`src/rtl/iat_pkg.sv`:
```
// ----------------------------------------------------------------------------
// iat_pkg: shared types and constants of the instance affine transform
// Fixed-point constants, CORDIC arctangent table, vertex table and the
// words that travel down the pipeline.
// ----------------------------------------------------------------------------
`default_nettype none
package iat_pkg;

   localparam int unsigned TWO_PI  = 411775;
   localparam int unsigned PI      = 205887;
   localparam int unsigned HALF_PI = 102944;
   localparam int unsigned GAIN    = 652032874;
   // 2^31 mod 2*pi, removes the offset of the biased angle
   localparam int unsigned ANG_OFF = int'(64'd2147483648 % 64'(TWO_PI));
   localparam logic [31:0] ANG_RECIP = 32'((64'd1 << 50) / 64'(TWO_PI));
   localparam logic [24:0] ALPHA_RECIP = 25'((64'd1 << 32) / 64'd255);
   localparam int unsigned ATAN_ENTRIES = 24;

   typedef enum logic [2:0] {
      CSR_PARENT_A    = 3'd0,
      CSR_PARENT_B    = 3'd1,
      CSR_PARENT_C    = 3'd2,
      CSR_PARENT_D    = 3'd3,
      CSR_PARENT_TX   = 3'd4,
      CSR_PARENT_TY   = 3'd5,
      CSR_GROUP_ALPHA = 3'd6
   } csr_index_type;

   typedef struct packed {
      logic signed [31:0] pos_x;
      logic signed [31:0] pos_y;
      logic signed [31:0] half_w;
      logic signed [31:0] half_h;
      logic [2:0]         shape;
      logic [47:0]        color;
      logic [15:0]        alpha;
   } side_type;

   typedef struct packed {
      logic               valid;
      logic               flip;
      logic signed [33:0] x;
      logic signed [33:0] y;
      logic signed [33:0] z;
      side_type           side;
   } cord_type;

   function automatic logic [31:0] atan_q30(input logic [4:0] idx);
      logic [31:0] v;
      case (idx)
         5'd0:  v = 32'd843314857;
         5'd1:  v = 32'd497837829;
         5'd2:  v = 32'd263043837;
         5'd3:  v = 32'd133525159;
         5'd4:  v = 32'd67021687;
         5'd5:  v = 32'd33543516;
         5'd6:  v = 32'd16775851;
         5'd7:  v = 32'd8388437;
         5'd8:  v = 32'd4194283;
         5'd9:  v = 32'd2097149;
         5'd10: v = 32'd1048576;
         5'd11: v = 32'd524288;
         5'd12: v = 32'd262144;
         5'd13: v = 32'd131072;
         5'd14: v = 32'd65536;
         5'd15: v = 32'd32768;
         5'd16: v = 32'd16384;
         5'd17: v = 32'd8192;
         5'd18: v = 32'd4096;
         5'd19: v = 32'd2048;
         5'd20: v = 32'd1024;
         5'd21: v = 32'd512;
         5'd22: v = 32'd256;
         5'd23: v = 32'd128;
         default: v = 32'd0;
      endcase
      return v;
   endfunction

   function automatic logic [3:0] vertex_count(input logic [2:0] shape);
      logic [3:0] v;
      case (shape)
         3'd0: v = 4'd5;
         3'd1: v = 4'd10;
         3'd2: v = 4'd7;
         3'd3: v = 4'd6;
         3'd4: v = 4'd8;
         3'd5: v = 4'd6;
         3'd6: v = 4'd3;
         default: v = 4'd12;
      endcase
      return v;
   endfunction

endpackage
`default_nettype wire

```
`src/rtl/iat_front.sv`:
```
// ----------------------------------------------------------------------------
// iat_front: angle reduction and alpha scaling
// Four stages: reduce the angle modulo 2*pi by reciprocal multiply, fold it
// into [-pi/2, pi/2] and scale alpha by group alpha / 255.
// ----------------------------------------------------------------------------
`default_nettype none
module iat_front (
   input  wire logic                clock,
   input  wire logic                reset,
   input  wire logic                en,
   input  wire logic                in_valid,
   input  wire logic signed [31:0]  pos_x,
   input  wire logic signed [31:0]  pos_y,
   input  wire logic signed [31:0]  width,
   input  wire logic signed [31:0]  height,
   input  wire logic signed [31:0]  angle,
   input  wire logic [7:0]          shape_id,
   input  wire logic [47:0]         color,
   input  wire logic [15:0]         alpha_in,
   input  wire logic [7:0]          group_alpha,
   output iat_pkg::cord_type        cord_out
);

   logic [3:0]          v_ff, v_in;
   iat_pkg::side_type   s1_ff, s2_ff, s3_ff, s4_ff, s1_in, s4_in;
   logic [31:0]         u1_ff, u1_in;
   logic [13:0]         q1_ff, q1_in;
   logic [24:0]         ax1_ff, ax1_in, ax2_ff;
   logic [19:0]         rem2_ff, rem2_in;
   logic [16:0]         qa2_ff, qa2_in;
   logic [18:0]         r3_ff, r3_in;
   logic [15:0]         a3_ff, a3_in;
   logic                flip4_ff, flip4_in;
   logic signed [33:0]  z4_ff, z4_in;

   // stage 1: bias the angle to unsigned and estimate the quotient
   always_comb begin
      logic [63:0] qp;
      u1_in  = {~angle[31], angle[30:0]};
      qp     = 64'(u1_in) * 64'(iat_pkg::ANG_RECIP);
      q1_in  = qp[63:50];
      ax1_in = 25'(alpha_in) * 25'(group_alpha) + 25'd127;
      s1_in.pos_x  = pos_x;
      s1_in.pos_y  = pos_y;
      s1_in.half_w = width >>> 1;
      s1_in.half_h = height >>> 1;
      s1_in.shape  = shape_id[2:0];
      s1_in.color  = color;
      s1_in.alpha  = 16'd0;
   end

   // stage 2: remainder, still below twice the modulus
   always_comb begin
      logic [49:0] ap;
      rem2_in = 20'(u1_ff - 32'(q1_ff) * iat_pkg::TWO_PI);
      ap      = 50'(ax1_ff) * 50'(iat_pkg::ALPHA_RECIP);
      qa2_in  = ap[48:32];
   end

   // stage 3: final correction of both quotients, drop the bias
   always_comb begin
      logic [19:0] rem;
      logic [24:0] ar;
      rem = (rem2_ff >= 20'(iat_pkg::TWO_PI)) ? rem2_ff - 20'(iat_pkg::TWO_PI) : rem2_ff;
      if (rem >= 20'(iat_pkg::ANG_OFF)) begin
         r3_in = 19'(rem - 20'(iat_pkg::ANG_OFF));
      end else begin
         r3_in = 19'(rem + 20'(iat_pkg::TWO_PI) - 20'(iat_pkg::ANG_OFF));
      end
      ar = ax2_ff - ({8'd0, qa2_ff} << 8) + {8'd0, qa2_ff};
      a3_in = (ar >= 25'd255) ? 16'(qa2_ff + 17'd1) : qa2_ff[15:0];
   end

   // stage 4: map to (-pi, pi], fold into the CORDIC range
   always_comb begin
      logic signed [19:0] rs;
      rs = signed'({1'b0, r3_ff});
      if (rs > 20'sd205887) begin
         rs = rs - 20'sd411775;
      end
      flip4_in = 1'b0;
      if (rs > 20'sd102944) begin
         rs = rs - 20'sd205887;
         flip4_in = 1'b1;
      end else if (rs < -20'sd102944) begin
         rs = rs + 20'sd205887;
         flip4_in = 1'b1;
      end
      z4_in = {rs, 14'd0};
      s4_in = s3_ff;
      s4_in.alpha = a3_ff;
   end

   assign v_in = {v_ff[2:0], in_valid};

   always_ff @(posedge clock) begin
      if (reset) begin
         v_ff <= '0;
      end else if (en) begin
         v_ff <= v_in;
      end
   end

   always_ff @(posedge clock) begin
      if (en) begin
         s1_ff    <= s1_in;
         u1_ff    <= u1_in;
         q1_ff    <= q1_in;
         ax1_ff   <= ax1_in;
         s2_ff    <= s1_ff;
         rem2_ff  <= rem2_in;
         qa2_ff   <= qa2_in;
         ax2_ff   <= ax1_ff;
         s3_ff    <= s2_ff;
         r3_ff    <= r3_in;
         a3_ff    <= a3_in;
         s4_ff    <= s4_in;
         flip4_ff <= flip4_in;
         z4_ff    <= z4_in;
      end
   end

   always_comb begin
      cord_out.valid = v_ff[3];
      cord_out.flip  = flip4_ff;
      cord_out.x     = 34'(iat_pkg::GAIN);
      cord_out.y     = '0;
      cord_out.z     = z4_ff;
      cord_out.side  = s4_ff;
   end

endmodule
`default_nettype wire

```
`config.mk`:
```
export PLATFORM = sky130hd
export DESIGN_NAME = iat_front
export DESIGN_NICKNAME = d
export VERILOG_FILES = /design/src/rtl/iat_pkg.sv /design/src/rtl/iat_front.sv
export SDC_FILE = /design/constraint.sdc
export NUM_CORES = 2
export LEC_CHECK = 0
export BUFFER_PORTS_ARGS = -buffer_cell sky130_fd_sc_hd__buf_2
export CAP_MARGIN = 20
export CORE_MARGIN = 10
export CORE_UTILIZATION = 45
export DETAILED_ROUTE_END_ITERATION = 16
export MAX_ROUTING_LAYER = met4
export PLACE_DENSITY = 0.68
export SYNTH_ARGS = -nofsm -noshare
export SYNTH_HDL_FRONTEND = slang
export SYNTH_SLANG_ARGS = --single-unit
```
`constraint.sdc`:
```
create_clock -name clock -period 12.9 [get_ports clock]
set_input_delay 3.87 -clock clock [delete_from_list [all_inputs] [get_ports clock]]
set_output_delay 3.87 -clock clock [all_outputs]
set_load 0.05 [all_outputs]
```
==> impl_results.md <==
* Fin area at ~66,000 um^2
* Number of I/O port buffers at ~450
* CP Cell Sequence: buf_2 -> inv_1 -> fa_1 -> fa_1 -> fa_1 -> fa_1 -> inv_1 -> fa_1 -> fa_1 -> fa_1 -> inv_1 -> fa_1 -> inv_1 -> ha_1 -> a21o_1 -> a21o_1 -> a21oi_1 -> nand3_1 -> o2111ai_1 -> nand3_1 -> a31o_2 -> a21o_1 -> a21oi_1 -> xnor2_1
* Fin util at about 50%
* Die Span X at about 380 um
* F_max at ~89 MHz
* Final Cycle Share at 87.54%
* Inserted Clock Buffers at 91
* Post-synth cell types at 90
* Starting Density at 45.36%
* Async set-reset flop share out of synthesis at 0%
* Slowest cell on the critical path: o2111ai_1
* DRT Wirelength at approximately 130,000 um
* Critical path capture point type: register
* WP data required at ~13 ns
* Syn avg cell area at between 10 and 15 um^2
* Largest net degree at the start of global routing at 179
* Hold path start: s3_ff[182]
* Reg2Reg Setup Slack at 6.88 ns
* Worst-margin pin slew at 1.080 ns
* GP Congestion at 0.9808
* Crit path DAT at 11.70 ns
* P&R area growth vs syn at 12.26%
* H-tree depth at 3
* EDFF count, synth at about 900
* First-pass GRT wire length at ~200,000 um
* Cell taking the most area after synthesis: edfxtp_1
* Longest Clk Path Bufs at 3
* R2R Path End: rem2_ff[18]
* Die area at 145,700 um^2
* Synth Warn # at 0
* Placed cell count at 6,653
* CTS tree: yes
* Sequential share of the synthesized area at 46.08%
* Final nets at 6,447
* Hpwl dp at 105,900 um
* Cell Area, Placed at 62,930 um^2
* Vias in the first global route at 34,920
* Initial antenna violation count at 20
* Reg clk slew, reported paths at 0.06 ns
* Max Slew Vio Count at 0
* Hold depth at 0
* Initial DRC Count at 2,222
* Critical path class: primary input to register
* Global Route Usage Sum at between 10% and 20%
* Fin cells at 6,832
* Post-CTS Setup Repair Bufs at 0
* Setup TNS at 0 ns
* Reg2Reg Depth at 21
* Critical Path Max Stage Delay at 0.68 ns
* Crit-path max FO at 5
* Clock Skew at 0.03275 ns
* Total grt overflow at 0
* Clock latency on the worst-skew pair at 0.68 ns
* DRT Pass-1 Iters at 5
* RSZ-0062 raised after global routing: no
* Sink Count at just over 900
* CP Launch Type: primary input
* Avg WL per Cell at 18.92 um
* Synthesized flop and latch total at 905
* Io pins at 543
* Hold EP: cord_out[182]
* Layout cell share with drive strength beyond 1 at about an eighth
* Top FF cell, synth: edfxtp_1
* # setup viols final at 0
* Syn Inst Count at 4,495
* Run status: complete, no violations
* Routed Antenna Nets at 0
* Max-slew headroom at ~28%
* Post-layout min period at 11.29 ns
* Mapped cell area at 58,890 um^2
* CORE AREA at 129,800 um^2
* Residual DRC at 0
* # Max-Cap Violations at 0
* Die Ht at 381.7 um
* Hold WC Path Type: register to register
* Root Buffer: clkbuf_16
* Row cnt at 132
* CTS resizes at 0
* Final Hold Violating Endpoints at 0
* Vias at 33,500
* Synth top area share at a little under half
* Reg2reg start: q1_ff[0]
* CTS Hold Bufs at 0
* Via density at 4.903
* Critical Path Most Common Cell: fa_1
* Largest cells by area after synthesis: edfxtp_1 (46%), fa_1 (20%), ha_1 (13%)
[sequential cells by signal, indices dropped and copies added, names as in the netlist, 25 cells and up]
| name | cells |
|---|---|
| ax1_ff | 25 |
| s1_ff | 177 |
| s3_ff | 177 |
| s2_ff | 177 |
| cord_out | 193 |
| ax2_ff | 25 |
[cell usage after synthesis (26+ instances only)]
master       n
edfxtp_1   901
nor3_1      54
a21o_1      39
xnor2_1    134
nand3_1     54
a21oi_1    112
nand2_1    161
nor2_1     121
xor2_1      48
fa_1       581
ha_1       617
inv_1     1028
and2_1      83
nand4_1     26
clkbuf_1    28
buf_4       87
o21ai_0     73
[critical path: cells and delay by family]
| family | cells | cell delay, ns |
|---|---|---|
| AO/OA/AOI/OAI | 7 | 1.92 |
| XOR/XNOR | 1 | 0.08 |
| adder cells (fa/ha/maj) | 9 | 4.83 |
| buffers and inverters | 5 | 0.56 |
| AND/OR/NAND/NOR | 2 | 0.45 |
[per-layer routing]
metal / vias to the layer above / part of all wire [%] / GRT usage (%)
li1: 15870 / - / -
met1: 16550 / 44 / 24.05
met2: 897 / 48 / 28.93
met3: 175 / 5.8 / 3.322
met4: 0 / 2.1 / 4.383
met5: - / 0 / -
[area by class of cell]
| cell class | count | area [um^2] |
|---|---|---|
| Multi-Input combinational cell | 2514 | 27360 |
| Antenna cell | 12 | 30.03 |
| Clock buffer | 110 | 2431 |
| Sequential cell | 905 | 27140 |
| Tap cell | 1742 | 2180 |
| Fill cell | 11190 | 63710 |
| Inverter | 1028 | 3859 |
| Clock inverter | 56 | 681.9 |
| Timing Repair Buffer | 465 | 2425 |
[how the worst max path moves through the flow]
stage / start / endpoint / slack [ns]
6_report: angle[16] / q1_ff[10] / 1.61
5_1_grt: angle[14] / q1_ff[10] / 1.26
4_1_cts: angle[14] / q1_ff[10] / 1.65
3_5_place_dp: angle[14] / q1_ff[10] / 0.94
3_3_place_gp: angle[14] / q1_ff[10] / 0.98
2_1_floorplan: angle[11] / q1_ff[10] / 2.29
[placed cells by master (no fill, tap or decap), types with 14 or more instances in the layout]
| cell type | instances |
|---|---|
| a21o_1 | 39 |
| a21oi_1 | 112 |
| a31oi_1 | 20 |
| and2_1 | 83 |
| buf_2 | 452 |
| clkbuf_16 | 93 |
| conb_1 | 82 |
| edfxtp_1 | 901 |
| fa_1 | 581 |
| ha_1 | 617 |
| inv_1 | 1028 |
| mux2i_1 | 14 |
| nand2_1 | 161 |
| nand2b_1 | 19 |
| nand3_1 | 54 |
| nand4_1 | 26 |
| nor2_1 | 121 |
| nor2b_1 | 20 |
| nor3_1 | 54 |
| nor4_1 | 16 |
| o21a_1 | 16 |
| o21ai_0 | 73 |
| or2_2 | 14 |
| xnor2_1 | 134 |
| xor2_1 | 48 |
[metrics by stage]
step / setup WS, ns / hold slack, ns
after floorplan: 2.291 / 0.4003
after global placement: 0.9809 / 0.4002
after detailed placement: 0.9369 / 0.4045
after CTS: 1.654 / 0.3980
after global routing: 1.261 / 0.4107
final: 1.608 / 0.4032
[kinds of logic (layout without fill, tap and decap cells)]
family / Yosys count / in the layout / synth area share (%)
AOI/OAI and AO/OA: 409 / 409 / 4.666
and+or+nand+nor: 625 / 625 / 5.386
buffers and inverters: 1156 / 1659 / 7.961
muxes: 17 / 17 / 0.2953
DFF: 905 / 905 / 46.08
xor gates and xnor gates: 183 / 183 / 2.735
other: 2 / 94 / 0.01275
adders and majority gates: 1198 / 1198 / 32.86
Power is not shown: default switching activity piles up to over one toggle a cycle in this logic, so the estimate is an artifact.
