$ cat src/rtl/iat_pkg.sv
// ----------------------------------------------------------------------------
// iat_pkg: shared types and constants of the instance affine transform
// Fixed-point constants, CORDIC arctangent table, vertex table and the
// words that travel down the pipeline.
// ----------------------------------------------------------------------------
`default_nettype none
package iat_pkg;

   localparam int unsigned TWO_PI  = 411775;
   localparam int unsigned PI      = 205887;
   localparam int unsigned HALF_PI = 102944;
   localparam int unsigned GAIN    = 652032874;
   // 2^31 mod 2*pi, removes the offset of the biased angle
   localparam int unsigned ANG_OFF = int'(64'd2147483648 % 64'(TWO_PI));
   localparam logic [31:0] ANG_RECIP = 32'((64'd1 << 50) / 64'(TWO_PI));
   localparam logic [24:0] ALPHA_RECIP = 25'((64'd1 << 32) / 64'd255);
   localparam int unsigned ATAN_ENTRIES = 24;

   typedef enum logic [2:0] {
      CSR_PARENT_A    = 3'd0,
      CSR_PARENT_B    = 3'd1,
      CSR_PARENT_C    = 3'd2,
      CSR_PARENT_D    = 3'd3,
      CSR_PARENT_TX   = 3'd4,
      CSR_PARENT_TY   = 3'd5,
      CSR_GROUP_ALPHA = 3'd6
   } csr_index_type;

   typedef struct packed {
      logic signed [31:0] pos_x;
      logic signed [31:0] pos_y;
      logic signed [31:0] half_w;
      logic signed [31:0] half_h;
      logic [2:0]         shape;
      logic [47:0]        color;
      logic [15:0]        alpha;
   } side_type;

   typedef struct packed {
      logic               valid;
      logic               flip;
      logic signed [33:0] x;
      logic signed [33:0] y;
      logic signed [33:0] z;
      side_type           side;
   } cord_type;

   function automatic logic [31:0] atan_q30(input logic [4:0] idx);
      logic [31:0] v;
      case (idx)
         5'd0:  v = 32'd843314857;
         5'd1:  v = 32'd497837829;
         5'd2:  v = 32'd263043837;
         5'd3:  v = 32'd133525159;
         5'd4:  v = 32'd67021687;
         5'd5:  v = 32'd33543516;
         5'd6:  v = 32'd16775851;
         5'd7:  v = 32'd8388437;
         5'd8:  v = 32'd4194283;
         5'd9:  v = 32'd2097149;
         5'd10: v = 32'd1048576;
         5'd11: v = 32'd524288;
         5'd12: v = 32'd262144;
         5'd13: v = 32'd131072;
         5'd14: v = 32'd65536;
         5'd15: v = 32'd32768;
         5'd16: v = 32'd16384;
         5'd17: v = 32'd8192;
         5'd18: v = 32'd4096;
         5'd19: v = 32'd2048;
         5'd20: v = 32'd1024;
         5'd21: v = 32'd512;
         5'd22: v = 32'd256;
         5'd23: v = 32'd128;
         default: v = 32'd0;
      endcase
      return v;
   endfunction

   function automatic logic [3:0] vertex_count(input logic [2:0] shape);
      logic [3:0] v;
      case (shape)
         3'd0: v = 4'd5;
         3'd1: v = 4'd10;
         3'd2: v = 4'd7;
         3'd3: v = 4'd6;
         3'd4: v = 4'd8;
         3'd5: v = 4'd6;
         3'd6: v = 4'd3;
         default: v = 4'd12;
      endcase
      return v;
   endfunction

endpackage
`default_nettype wire

$ cat src/rtl/iat_cordic_cell.sv
// ----------------------------------------------------------------------------
// iat_cordic_cell: one rotation step of the CORDIC chain
// Rotates (x, y) by the arctangent of 2^-IDX toward z = 0 and hands the
// word to the next cell.
// ----------------------------------------------------------------------------
`default_nettype none
module iat_cordic_cell #(
   parameter int IDX = 0
) (
   input  wire logic               clock,
   input  wire logic               reset,
   input  wire logic               en,
   input  wire iat_pkg::cord_type  d,
   output iat_pkg::cord_type       q
);

   iat_pkg::cord_type q_ff, q_in;

   always_comb begin
      logic signed [33:0] dx;
      logic signed [33:0] dy;
      logic signed [33:0] at;
      dx = d.y >>> IDX;
      dy = d.x >>> IDX;
      at = signed'({2'b00, iat_pkg::atan_q30(5'(IDX))});
      q_in = d;
      if (!d.z[33]) begin
         q_in.x = d.x - dx;
         q_in.y = d.y + dy;
         q_in.z = d.z - at;
      end else begin
         q_in.x = d.x + dx;
         q_in.y = d.y - dy;
         q_in.z = d.z + at;
      end
   end

   always_ff @(posedge clock) begin
      if (reset) begin
         q_ff.valid <= 1'b0;
      end else if (en) begin
         q_ff.valid <= q_in.valid;
      end
   end

   always_ff @(posedge clock) begin
      if (en) begin
         q_ff.flip <= q_in.flip;
         q_ff.x    <= q_in.x;
         q_ff.y    <= q_in.y;
         q_ff.z    <= q_in.z;
         q_ff.side <= q_in.side;
      end
   end

   assign q = q_ff;

endmodule
`default_nettype wire

$ cat config.mk
export PLATFORM = sky130hd
export DESIGN_NAME = iat_cordic_cell
export DESIGN_NICKNAME = d
export VERILOG_FILES = /design/src/rtl/iat_pkg.sv /design/src/rtl/iat_cordic_cell.sv
export SDC_FILE = /design/constraint.sdc
export NUM_CORES = 1
export LEC_CHECK = 0
export ABC_AREA = 0
export BUFFER_PORTS_ARGS = -buffer_cell sky130_fd_sc_hd__buf_4
export CAP_MARGIN = 0
export CORE_AREA = 2 2 232 234
export DETAILED_ROUTE_END_ITERATION = 6
export DIE_AREA = 0 0 234 236
export PLACE_DENSITY = 0.64
export REMOVE_ABC_BUFFERS = 1
export SLEW_MARGIN = 40
export SYNTH_ARGS = -nofsm -noshare
export SYNTH_HDL_FRONTEND = slang
export SYNTH_SLANG_ARGS = --single-unit
$ cat constraint.sdc
create_clock -name clock -period 5.59 [get_ports clock]
set_clock_uncertainty 0.15 [all_clocks]
set_input_delay 0.8385 -clock clock [delete_from_list [all_inputs] [get_ports clock]]
set_output_delay 0.8385 -clock clock [all_outputs]
set_load 0.02 [all_outputs]
==> reports/qor.yml, run 1 <==
drt_iter0_drc: 1153
cap_violations: 0
synthToLayoutAreaGrowth_pct: 39.7
critPathMaxFanout: 13
htreeDepth: 2
r2r.worst_path.cells: 2
rsz0062_at_grt: "false"
cts_sinks: 298
chipHeight_um: 236
critical_path.startpoint_type: "input port"
max_slew_margin_pct: 51.9
post-cts-setup-buffers: 0
r2r_start: "q[298]$_SDFFE_PP0P_"
setup_viol: 0
synth.ff_latch_count: 298
num_io_pins: 601
fin_setup_tns_ps: 0
worst_r2r_endpoint: "q[298]$_SDFFE_PP0P_"
clock_latency_ps: 540
dp_hpwl_um: 51900
endpoint_kind: "flip-flop"
hold-path-endpoint: "q[79]$_DFFE_PP_"
grt_pass1_vias: 13600
status: "finished clean"
core_um2: 53100
syn_area_um2: 16300
holdCritPathClass: "in -> reg"
grt_max_degree: 110
rrSetupSlack_ps: 4800
max_stage_delay_ps: 580
max_freq_mhz: 267
ctsHoldBuffers: 0
synthDistinctLibCells: 77
yosysMostFrequentCell: "edfxtp_1"
numCtsBuffers: 38
grt-ovfl-total: 0
arrival_ps: 3880
cts-resized-gates: 0
synth_edf_count: 297
netlist_instances: 1398
fin_crit_ps: 3750
powerDensity_nw_per_um2: 312
die-area_um2: 55200
ir_drop_mv: 0.178
drive_gt1_share_pct: 33.5
num_vias: 13900
slowest_stage: "o31ai_1"
drc: 0
grt_use_total_pct: 22.3
num-nets-final: 2438
antenna_found_initial: 4
grt_pass1_wl_um: 90700
path_cells: "buf_4, inv_1, ha_1, inv_1, a21oi_1, o31ai_1, o31ai_1, o31ai_1, o21ai_0, a21oi_1, a21oi_1, xor2_1"
worst_slack_ps: 1840
core.rowCount: 85
ys_warn_count: 0
cp.required_ps: 5720
hold_path.startpoint: "d[79]"
first_pass_iters: 6
synthTopCellsByArea: "edfxtp_1 55%, ha_1 10%, a21oi_1 4.2%, xnor2_1 4.0%, inv_1 2.6%"
via_per_inst: 5.10
gp_congestion: 0.942
p_leak_uw: 0.00986
largest_reg_flops: 298
final-hold-violation-count: 0
synthFlopType: "edfxtp_1"
cts_tree: "done"
dp_slack_ps: 1310
routedWlPerCell_um: 23.7
avgSynthCellArea_um2: 11.6
synth_common_cells: "297 x edfxtp_1, 138 x a21oi_1, 131 x ha_1, 111 x inv_1, 96 x nor2_1"
clk_pin_slew_ps: 60
start_util_pct: 30.6
yosysTopAreaCellShare_pct: 54.8
io_buffers: 600
clockBufferDepth: 3
root_buffer: "clkbuf_16"
worst_pin_slew_ps: 722
synth_async_sr_flop_share_pct: 0
final_antenna_net_count: 0
worstSetupPathType: "in -> reg"
drv_slew: 0
yosysSeqAreaShare_pct: 55.0
wl_um: 64700
dieWidth_um: 234
post-route-period-util_pct: 67.1
yosys.area.top_type: "edfxtp_1"
min_path_cells: 1
[worst max path at each step]
| stage | from | end | slack [ps] | cells after the start |
|---|---|---|---|---|
| floorplan | d[228] | q[221]$_DFFE_PP_ | 1220 | 11 |
| global placement | d[242] | q[261]$_DFFE_PP_ | 1370 | 13 |
| detailed placement | d[233] | q[262]$_DFFE_PP_ | 1310 | 11 |
| CTS | d[233] | q[262]$_DFFE_PP_ | 1900 | 11 |
| global route | d[238] | q[295]$_DFFE_PP_ | 1670 | 12 |
| finish | d[242] | q[261]$_DFFE_PP_ | 1840 | 12 |
[where the power goes]
group / switching (µW) / total (µW) / internal, µW
combinational: 1140 / 1900 / 762
sequential: 87.8 / 2850 / 2770
clock: 980 / 2330 / 1350
total: 2200 / 7080 / 4880
[critical path: cells and delay by family]
kind | cells | cell delay, ps
buffers and inverters | 3 | 410
adder cells (fa/ha/maj) | 1 | 480
XOR/XNOR | 1 | 190
AO/OA/AOI/OAI | 7 | 1950
[final cells by class]
class | instances | area [µm²]
diodes | 2 | 5.00
clock buffers | 50 | 1030
clock inverters | 17 | 144
fillers | 5032 | 30300
inverters | 116 | 435
multi-input cells | 938 | 6700
flip-flops and latches | 298 | 8940
well taps | 696 | 871
repair buffers | 609 | 4600
[cells by family after synthesis]
kind of cell	count (synthesis)	share of synthesized area [%]
XOR/XNOR	90	4.85
flip-flops	298	55.0
AO/OA/AOI/OAI	403	16.1
adder cells (fa/ha/maj)	135	10.6
multiplexers	16	0.985
AND/OR/NAND/NOR	294	8.70
buffers and inverters	162	3.85
[layer usage]
metal	wire length (µm)	track usage [%]	vias up
met4	2430	7.98	4
met2	31800	38.2	618
met5	25	0	-
met1	25800	27.7	6795
met3	4680	4.27	102
li1	-	-	6394
[cell usage in the layout (no fill, tap or decap), types with 11 or more instances in the layout]
cell type	netlist	final
o21a_1	13	13
o21bai_1	21	21
inv_1	111	110
nand2b_1	11	11
nand3_1	21	21
o21ai_0	78	78
edfxtp_1	297	297
a21oi_1	138	138
o31ai_1	11	11
clkbuf_16	0	39
a21o_1	32	32
xnor2_1	75	75
buf_4	2	606
nor3_1	25	25
mux2i_1	16	16
xor2_1	15	15
nor2b_1	13	13
nor2_1	96	96
nand2_1	67	67
ha_1	131	131
[metrics by stage]
step / std cells / utilization, % / power [µW] / instance area [µm²] / hold WS [ps]
global placement: 2657 / 40.6 / 4770 / 21500 / 376
detailed placement: 2657 / 40.6 / 4790 / 21500 / 393
CTS: 2724 / 42.8 / 7150 / 22700 / 267
global route: 2724 / 42.8 / 7380 / 22700 / 278
floorplan: 1352 / - / 3850 / 16100 / 429
finish: 2726 / 42.8 / 7080 / 22700 / 306
(Power assumes the default switching activity.)
==> run 2: changes to the inputs <==
- ABC_AREA: 0 -> 1
- CORE_AREA: 2 2 232 234 -> 2 2 233 235
- DIE_AREA: 0 0 234 236 -> 0 0 235 237
- PLACE_DENSITY: 0.64 -> 0.7
- clock period: 5.59 -> 3.1 ns (I/O delays scaled with it)
==> reports/qor.yml, run 2 <==
die-area_um2: 55700  # +0.85%
combinationalPowerShare_pct: 29.8  # +3.0 points
avgSynthCellArea_um2: 8.74  # -25%
cp_top_family: "simple AND/OR/NAND/NOR gates"
grt_max_degree: 75  # -32%
grt_pass1_wl_um: 113000  # +25%
htreeDepth: 2  # unchanged
worst_slack_ps: 556  # -1280 ps
num-nets-final: 3363  # +38%
cts-resized-gates: 0  # unchanged
crit_buf_inv: 2  # -1
holdCritPathClass: "in -> reg"
final_cell_mix: "625 x buf_4, 547 x nand2_1, 297 x edfxtp_1"
cts_sinks: 298  # unchanged
drive_gt1_share_pct: 25.3  # -8.2 points
drc: 0  # unchanged
final-hold-violation-count: 0  # unchanged
synthToLayoutAreaGrowth_pct: 46.1
synth.ff_latch_count: 298  # unchanged
p_int_uw: 8890  # +82%
ir_drop_mv: 0.349  # +96%
ys_warn_count: 0  # unchanged
r2r_start: "q[298]$_SDFFE_PP0P_"
max_stage_delay_ps: 500  # -80 ps
setup_viol: 0  # unchanged
netlist_instances: 2104  # +51%
fin_setup_tns_ps: 0  # unchanged
max_slew_margin_pct: 41.6  # -10 points
synthDistinctLibCells: 45  # -42%
utilization_pct: 50.4  # +7.6 points
layout_commonest_cell: "buf_4"
synth_edf_count: 297  # unchanged
post-route-period-util_pct: 82.1
clockPowerShare_pct: 31.6  # -1.3 points
worst_pin_slew_ps: 875  # +154 ps
synthFlopType: "edfxtp_1"
max_freq_mhz: 393
yosysSeqAreaShare_pct: 48.6  # -6.4 points
clockBufferDepth: 3  # unchanged
num_vias: 18300  # +31%
final_antenna_net_count: 0  # unchanged
crit_start: "d[259]"
dp_hpwl_um: 61600  # +19%
slowest_stage: "ha_1"
largest_reg_flops: 298  # unchanged
cp.required_ps: 3250  # -2470 ps
synthTopCellsByArea: "edfxtp_1 49%, nand2_1 11%, ha_1 8.9%, inv_1 5.6%, nand3_1 4.8%"
synth_common_cells: "547 x nand2_1, 297 x edfxtp_1, 276 x inv_1, 178 x nand3_1, 156 x nor2_1"
hold-worst-slack_ps: 136  # -170 ps
dieWidth_um: 235  # +0.43%
fillCellCount: 4930  # -2.0%
worstSetupPathType: "in -> reg"
cts_tree: "done"
arrival_ps: 2700  # -1180 ps
worst-path-stages: 14  # +2
grt_use_total_pct: 27.0  # +4.8 points
critPathMaxFanout: 11  # -2
seqPwrFrac_pct: 38.6  # -1.7 points
core_um2: 53300  # +0.40%
chipHeight_um: 237  # +0.42%
via_per_inst: 5.01  # -1.8%
dp_slack_ps: 32.5  # -1280 ps
endpoint_kind: "flip-flop"
io_buffers: 600  # unchanged
critical_path.startpoint_type: "input port"
p_leak_uw: 0.0126  # +27%
cap_violations: 0  # unchanged
num_io_pins: 601  # unchanged
yosys.area.top_type: "edfxtp_1"
routedWlPerCell_um: 21.3  # -10%
grt-ovfl-total: 0  # unchanged
power_uw: 13200  # +87%
yosysTopAreaCellShare_pct: 48.5  # -6.3 points
antenna_found_initial: 6  # +2
core.rowCount: 85  # unchanged
cp_common_cell: "nand2_1"
clk_pin_slew_ps: 70  # about the same
gp_congestion: 1.02  # +8.3%
first_pass_iters: 6  # unchanged
r2r.worst_path.cells: 3  # +1
post-cts-setup-buffers: 0  # unchanged
numCtsBuffers: 36  # -5.3%
status: "finished clean"
hold_path.startpoint: "d[195]"
rsz0062_at_grt: "false"
powerDensity_nw_per_um2: 493  # +58%
min_path_cells: 2  # +1
grt_pass1_vias: 18200  # +34%
drt_iter0_drc: 1317  # +14%
swShare_pct: 32.9  # +1.8 points
synth_async_sr_flop_share_pct: 0  # unchanged
start_util_pct: 34.5  # +3.9 points
drv_slew: 0  # unchanged
wl_um: 77700  # +20%
root_buffer: "clkbuf_16"
switchingPower_uw: 4350  # +98%
syn_area_um2: 18400  # +13%
path_cells: "buf_4, inv_1, ha_1, nand2_1, nor2_1, nand2_1, nor2_2, nand3_2, nor2_1, nor2_1, nand2_1, nand2_1, nand3_1, nand2_1"
fin_crit_ps: 2540
yosysMostFrequentCell: "nand2_1"
clock_latency_ps: 530  # about the same
-- run 2: stage by stage --
| stage | cells | instance area [µm²] |
|---|---|---|
| after floorplan | 2059 | 18100 |
| after global placement | 3386 | 23700 |
| after detailed placement | 3386 | 23700 |
| after CTS | 3646 | 26900 |
| after global routing | 3647 | 26900 |
| final | 3647 | 26900 |
-- run 2: area by class of cell --
type	count	area [µm²]	share of cell area, %
antenna	1	2.50	0.00931
clock buffer	40	926	3.45
clock inverter	22	215	0.801
inverter	285	1070	3.98
multi-input combinational	1476	8050	30.0
sequential	298	8940	33.3
tap	696	871	3.24
timing repair buffer	829	6790	25.3
-- run 2: path summary, 6_finish.rpt --
kind	end	slack, ps
setup / recovery	q[262]$_DFFE_PP_	560
hold / removal	q[195]$_DFFE_PP_	140
setup reg to reg	q[298]$_SDFFE_PP0P_	1740
hold reg to reg	q[298]$_SDFFE_PP0P_	940
-- run 2: worst reg2reg max path, cell delays in order, from the launching register on --
cell and delay, ps:
dfxtp_1 320, mux2i_1 180, nor2_1 50, dlygate4sd3_1 540
-- run 2: logic make-up after synthesis --
family / synth area share [%]
xor+xnor: 2.33
mux: 0.109
simple gates: 22.5
flops: 48.6
fa+ha+maj: 9.35
buf+inv: 7.58
compound gates: 9.53
-- run 2: repair_timing --
item	4_1_cts	5_1_grt
hold buffers	198	0
endpoints found under the setup margin	0	0
hold endpoints to repair	197	0
-- run 2: routing by layer --
layer | vias to the layer above | global-route usage, % | routed length (µm)
met3 | 163 | 4.64 | 4590
met1 | 8622 | 29.7 | 28800
li1 | 8680 | - | -
met2 | 803 | 49.9 | 39900
met5 | - | 0 | 30
met4 | 6 | 13.5 | 4390
-- run 2: power by group through the flow --
stage | registers [µW] | clock network (µW) | logic, µW
6_report | 5110 | 4190 | 3940
5_1_grt | 5140 | 4450 | 4220
4_1_cts | 5110 | 4310 | 3910
3_5_place_dp | 5180 | 0 | 3680
3_3_place_gp | 5180 | 0 | 3670
2_1_floorplan | 5670 | 0 | 1380
